--- src/rtl/jtsg_pkg.sv ---
`timescale 1ns / 1ps
package jtsg_pkg;

    localparam int VW       = 32;
    localparam int FB       = 16;
    localparam int DEADBAND = ((1 << FB) + 9999) / 10000;
    localparam int AW       = 5;

    localparam logic [2:0] REG_STEP_PERIOD     = 3'd0;
    localparam logic [2:0] REG_SPEED_LIMIT     = 3'd1;
    localparam logic [2:0] REG_ACCEL_LIMIT     = 3'd2;
    localparam logic [2:0] REG_GOAL_STEP_LIMIT = 3'd3;
    localparam logic [2:0] REG_RUNAWAY_SPEED   = 3'd4;
    localparam logic [2:0] REG_RUNAWAY_TICKS   = 3'd5;
    localparam logic [2:0] REG_SMOOTH_ENABLE   = 3'd6;

    localparam logic [1:0] OP_TICK = 2'd0;
    localparam logic [1:0] OP_CMD  = 2'd1;
    localparam logic [1:0] OP_HOLD = 2'd2;

    typedef struct packed {
        logic [1:0]           op;
        logic signed [VW-1:0] position;
        logic signed [VW-1:0] measured_speed;
    } in_item_t;

    typedef struct packed {
        logic signed [VW-1:0] cmd_position;
        logic signed [VW-1:0] cmd_speed;
        logic signed [VW-1:0] goal;
        logic                 active;
        logic                 goal_clamped;
        logic                 runaway_locked;
    } out_item_t;

    typedef struct packed {
        logic [15:0] step_period;
        logic [30:0] speed_limit;
        logic [30:0] accel_limit;
        logic [30:0] goal_step_limit;
        logic [30:0] runaway_speed;
        logic [7:0]  runaway_ticks;
        logic        smooth_enable;
    } cfg_t;

    typedef enum logic [3:0] {
        ST_IDLE,
        ST_EXEC,
        ST_MUL_T,
        ST_ROOT,
        ST_MUL_DV,
        ST_APPLY_DV,
        ST_MUL_POS,
        ST_APPLY_POS,
        ST_FIN
    } state_t;

    function automatic logic signed [VW-1:0] sat_v(input logic signed [VW+1:0] v);
        logic signed [VW+1:0] hi;
        logic signed [VW+1:0] lo;
        hi = {3'b000, {(VW-1){1'b1}}};
        lo = {3'b111, {(VW-1){1'b0}}};
        if (v > hi)
            return hi[VW-1:0];
        else if (v < lo)
            return lo[VW-1:0];
        return v[VW-1:0];
    endfunction

    // x*dt / 2^16, nearest, ties away from zero
    function automatic logic signed [VW+1:0] round_dt(input logic signed [48:0] p);
        logic [48:0] mag;
        logic [48:0] q;
        mag = p[48] ? 49'(-p) : 49'(p);
        q   = (mag + 49'd32768) >> 16;
        return p[48] ? -($signed(q[VW+1:0])) : $signed(q[VW+1:0]);
    endfunction

endpackage

--- src/rtl/jtsg_regs.sv ---
`timescale 1ns / 1ps
module jtsg_regs (
    input  logic                 clk,
    input  logic                 rst_n,
    input  logic                 psel,
    input  logic                 penable,
    input  logic                 pwrite,
    input  logic [4:0]           paddr,
    input  logic [31:0]          pwdata,
    output logic [31:0]          prdata,
    output logic                 pready,
    output jtsg_pkg::cfg_t       cfg
);
    import jtsg_pkg::*;

    cfg_t       cfg_reg;
    logic [2:0] idx;

    assign idx    = paddr[4:2];
    assign pready = 1'b1;
    assign cfg    = cfg_reg;

    always_ff @(posedge clk or negedge rst_n)
    begin
        if (!rst_n)
        begin
            cfg_reg.step_period     <= 16'd655;
            cfg_reg.speed_limit     <= 31'd26214;
            cfg_reg.accel_limit     <= 31'd98304;
            cfg_reg.goal_step_limit <= 31'd32768;
            cfg_reg.runaway_speed   <= 31'd131072;
            cfg_reg.runaway_ticks   <= 8'd5;
            cfg_reg.smooth_enable   <= 1'b1;
        end
        else if (psel && penable && pwrite)
        begin
            unique case (idx)
                REG_STEP_PERIOD:     cfg_reg.step_period     <= pwdata[15:0];
                REG_SPEED_LIMIT:     cfg_reg.speed_limit     <= pwdata[30:0];
                REG_ACCEL_LIMIT:     cfg_reg.accel_limit     <= pwdata[30:0];
                REG_GOAL_STEP_LIMIT: cfg_reg.goal_step_limit <= pwdata[30:0];
                REG_RUNAWAY_SPEED:   cfg_reg.runaway_speed   <= pwdata[30:0];
                REG_RUNAWAY_TICKS:   cfg_reg.runaway_ticks   <= pwdata[7:0];
                REG_SMOOTH_ENABLE:   cfg_reg.smooth_enable   <= pwdata[0];
                default:             ;
            endcase
        end
    end

    always_comb
    begin
        unique case (idx)
            REG_STEP_PERIOD:     prdata = {16'd0, cfg_reg.step_period};
            REG_SPEED_LIMIT:     prdata = {1'b0, cfg_reg.speed_limit};
            REG_ACCEL_LIMIT:     prdata = {1'b0, cfg_reg.accel_limit};
            REG_GOAL_STEP_LIMIT: prdata = {1'b0, cfg_reg.goal_step_limit};
            REG_RUNAWAY_SPEED:   prdata = {1'b0, cfg_reg.runaway_speed};
            REG_RUNAWAY_TICKS:   prdata = {24'd0, cfg_reg.runaway_ticks};
            REG_SMOOTH_ENABLE:   prdata = {31'd0, cfg_reg.smooth_enable};
            default:             prdata = 32'd0;
        endcase
    end
endmodule

--- config.mk ---
export PLATFORM = sky130hd
export DESIGN_NAME = jtsg_regs
export DESIGN_NICKNAME = d
export VERILOG_FILES = /design/src/rtl/jtsg_pkg.sv /design/src/rtl/jtsg_regs.sv
export SDC_FILE = /design/constraint.sdc
export NUM_CORES = 1
export LEC_CHECK = 0
export ABC_AREA = 1
export BUFFER_PORTS_ARGS = -buffer_cell sky130_fd_sc_hd__buf_4
export CORE_MARGIN = 8
export CORE_UTILIZATION = 23
export CTS_CLUSTER_DIAMETER = 60
export DETAILED_ROUTE_END_ITERATION = 7
export GPL_ROUTABILITY_DRIVEN = 0
export GPL_TIMING_DRIVEN = 0
export PLACE_DENSITY = 0.52
export RECOVER_POWER = 100
export SYNTH_ARGS = -nofsm -noshare
export SYNTH_HDL_FRONTEND = slang
export SYNTH_SLANG_ARGS = --single-unit
--- constraint.sdc ---
create_clock -name clk -period 1.5 [get_ports clk]
set_input_delay 0.225 -clock clk [delete_from_list [all_inputs] [get_ports clk]]
set_output_delay 0.225 -clock clk [all_outputs]
set_load 0.05 [all_outputs]
Word-level counts from Yosys, hierarchy flattened
Cells that the tools add are included.

Flip-flop bits (word level): 149. Input bits: 42. Output and inout bits: 182. Word-level logic and storage cells: 24.

Equality and inequality tests: 6. Mux-type cells: 1. Reductions and logical operators: 10.

Operators by type and width (count): 31-bit case mux with 7 select lines (1); 2-bit AND reduction (7); 3-bit equality test, second input constant (3); 3-bit by 2-bit equality test with 1-bit output, second input constant (2); 3-bit by 1-bit equality test with 1-bit output, second input constant (1); 3-bit logical NOT (1); 1-bit logical AND (2).

Depth between registers and ports, before layout
Depth after elaboration: 3. Mapped depth: 8. Gate-level depth less buffers: 6.

Worst setup path after synthesis
OpenSTA, ideal clock, no wires.

Path type: in2out. Start point: input port paddr[4]. End point: output port prdata[19]. Arrival time: 1.325 ns. Data required time: 1.275 ns. Setup slack: -0.050 ns. Cell stages on the path: 6. Buffers on the path: 3. Cells stage by stage: buf_4 -> inv_6 -> buf_4 -> buf_2 -> nand4_1 -> nand4_1.

Longest elaborated chain between the ends: 2. Elaborated cells between the ends (all ways): 8. Classes of those cells: eq/ne (6); mux (1); reduce/logical (1).

Ends and longest elaborated chain: start: declaration (line jtsg_regs.sv:8) `input logic [4:0] paddr,`; 3-bit equality test (tied with other cells) (line jtsg_regs.sv:52) `unique case (idx)`; 31-bit case mux with 7 select lines * (line jtsg_regs.sv:52); end: declaration (line jtsg_regs.sv:10) `output logic [31:0] prdata,`.

Every way passes the cells marked *; elsewhere a longest branch is shown, timed or not.

Worst setup path in the final report
Start point: register cfg_reg, in the netlist cfg[1]. End point: output port prdata[0].

Longest elaborated chain between the ends: 1.

Ends and longest elaborated chain: start: declaration (line jtsg_regs.sv:16) `cfg_t cfg_reg;`; 31-bit case mux with 7 select lines (line jtsg_regs.sv:52).

No other way between the ends.

==> results.json <==
{
  "synth_seq_cells": 149,
  "rows": 66,
  "slew_headroom_pct": 54.3,
  "synthAdderAreaFrac_pct": 0,
  "dieArea_sq_um": 38700,
  "rsz0062_at_grt": "true",
  "end_kind": "output pin",
  "n_antenna_cell": 0,
  "hold_viol": 0,
  "ant_nets": 0,
  "design_area_sq_um": 11100,
  "wl_um": 36500,
  "synth_ff_type": "dfrtp_1",
  "setup_slack_ns": -0.207,
  "pre_cts_slack_ns": -0.461,
  "synth_top_family_by_area": "simple AND/OR/NAND/NOR gates",
  "final_max_slew_viol_count": 0,
  "combPwrFrac_pct": 41.9,
  "slowest_delay_ns": 0.54,
  "path_buf_inv": 1,
  "switching_share_pct": 45.8,
  "drive_gt1_share_pct": 38.1,
  "hp-class": "in2reg",
  "cp_max_fo": 2,
  "io_pins": 224,
  "grt_max_degree": 113,
  "worstHoldStart": "pwdata[17]",
  "worstSetupPathType": "reg2out",
  "synth_mux_area_share_pct": 0,
  "syn_area_per_cell_sq_um": 8.31,
  "yosys_warnings": 0,
  "power_density_nw_per_um2": 1520,
  "clk_pin_slew_ns": 0.08,
  "clkLatencyLatePin_ns": 0.42,
  "worstMarginPinSlew_ns": 0.686,
  "antenna_found_initial": 0,
  "ys_seq_area_share_pct": 49.9,
  "synthCells": 905,
  "min_delay_worst_endpoint": "cfg[57]",
  "fp.dieW_um": 197,
  "maxCapViolations": 0,
  "irDropWorstVdd_uv": 645,
  "synthXorXnorAreaFrac_pct": 0,
  "drc": 0,
  "path_delay_family": "flip-flops",
  "r2r_end": "cfg[139]",
  "path_cells": "nand4_1 -> nand2_1 -> nor2_1 -> nand2_1 -> buf_6",
  "setup_viol": 19,
  "yosysUniqueCellTypes": 25,
  "clk_path_buf_depth": 2,
  "p_int_mw": 9.18,
  "port_buffers": 215,
  "largest_reg_flops": 149,
  "cts-buffers-inserted": 17,
  "drtIter0Drc": 449,
  "r2r-start": "cfg[139]",
  "synthesis.area_sq_um": 7520,
  "die_y_um": 197,
  "track_usage_pct": 18.4,
  "syn_to_final_growth_pct": 48.3,
  "synth_nets": 947,
  "pwr-share-seq_pct": 31.8,
  "cp.required_ns": 1.27,
  "power.share.clock_pct": 26.3,
  "whs_path_depth": 3,
  "r2r_slack_ns": 0.59,
  "wl_per_cell_um": 21.7,
  "cpMaxStageDelayCell": "dfstp_2",
  "max_freq_mhz": 586,
  "hpwlAfterDp_um": 25900,
  "num-nets-final": 1272,
  "crit_start": "cfg[1]",
  "crit_arrival_ns": 1.48,
  "fin_hold_ws_ns": 0.0109,
  "root_buffer": "clkbuf_16",
  "failed_checks": "setup timing",
  "p_switching_mw": 7.76,
  "grt_pass1_wl_um": 53200,
  "synth-simple-area-share_pct": 29.8,
  "leakage_nw": 5.74,
  "synth-async-reset-ratio_pct": 100,
  "gr-total-overflow": 0,
  "place_area_sq_um": 9740,
  "dr.pass1.iters": 5,
  "fin_worst_skew_ns": 0,
  "htree_levels": 4,
  "post-route-min-period_ns": 1.71,
  "cpMostUsedCell": "nand2_1",
  "placeableCoreArea_sq_um": 32400,
  "reg2reg_depth": 4,
  "clkSinkCount": 149,
  "fin_crit_sh_pct": 114,
  "synth-compound-area-share_pct": 11.4,
  "cts_tree": "built",
  "via_per_inst": 4.72,
  "synth-edff-count": 0,
  "initial_core_util_pct": 23.2,
  "cp-start-kind": "flop",
  "status": "finished with violations",
  "routed-via-count": 7959,
  "grt_pass1_vias": 8064
}
worst min-delay path: stages:
cell	delay, ns
buf_4	0.09
nand2_1	0.05
nand2_1	0.05
logic make-up (layout without fill, tap and decap cells):
kind of cell | after synthesis | in the layout
AND/OR/NAND/NOR | 489 | 489
AO/OA/AOI/OAI | 149 | 149
buffers and inverters | 116 | 454
other | 2 | 2
flip-flops | 149 | 149
cell type report:
cell class	instances	area (sq um)
flip-flops and latches	149	3750
repair buffers	306	2350
inverters	44	185
plain buffers	72	599
clock inverters	15	180
fillers	3544	21200
clock buffers	17	425
multi-input cells	640	3100
well taps	442	553
per-layer routing:
layer	up-vias	track usage, %	routed length (um)
met4	0	6.32	1010
met1	3959	24.0	16000
met2	287	29.8	17400
li1	3662	-	-
met5	-	0	0
met3	51	3.79	2100
synth_stat cells, types with 3 or more instances:
cell type / n / share of area [%]
buf_6: 18 / 2.7
nand3_1: 70 / 4.7
o21ai_1: 33 / 2.2
nor2_8: 3 / 0.80
buf_2: 15 / 1.0
inv_1: 40 / 2.0
nand3_2: 3 / 0.40
nand2_1: 315 / 16
buf_4: 16 / 1.6
nand4_1: 71 / 5.9
dfstp_2: 21 / 7.3
o21ai_2: 30 / 3.5
nor2_4: 3 / 0.45
o21ai_0: 86 / 5.7
clkbuf_1: 21 / 1.0
dfrtp_1: 128 / 43
nor2_1: 18 / 0.90
cells in the final DEF, fill, tap and decap left out, drive strengths merged:
cell           n
nor2          25
dfstp         21
dlygate4sd3    1
inv           51
nand4         71
buf          219
dfrtp        128
nand3         75
clkinv         7
nand2        318
clkbuf       175
clkinvlp       1
o21ai        149
conb           2
through the flow:
stage	util, %	instances	total power, mW	TNS [ns]
after global routing	34.4	1685	17.6	-3.64
after floorplan	-	905	9.55	0
after detailed placement	30.1	1563	12.0	-8.19
after CTS	34.3	1654	17.1	-2.33
final	34.4	1685	16.9	-2.07
after global placement	30.0	1562	12.0	-96.86
how the worst max path moves through the flow:
stage / endpoint / cells past startpoint / slack [ns]
CTS: prdata[0] / 5 / -0.24
global route: prdata[0] / 5 / -0.27
detailed placement: prdata[3] / 7 / -0.46
finish: prdata[0] / 5 / -0.21
floorplan: prdata[10] / 8 / 0.001
global placement: cfg[127] / 1 / -0.67
timing repair:
item / in CTS / in global routing
gates resized for setup: 91 / 51
hold buffers: 1 / 0
pin swaps: 53 / 62
setup buffers: 58 / 31
endpoints found under the hold margin: 37 / 0
setup endpoints to repair: 31 / 38
power groups by stage:
stage                     Clock [mW]  Combinational, mW  Sequential (mW)
final                           4.45               7.10             5.39
after floorplan                    0               1.48             8.07
after detailed placement           0               6.42             5.60
after CTS                       4.52               7.14             5.41
after global routing            4.67               7.47             5.49
after global placement             0               6.37             5.59
No activity file was read; power rests on OpenSTA's default activity.
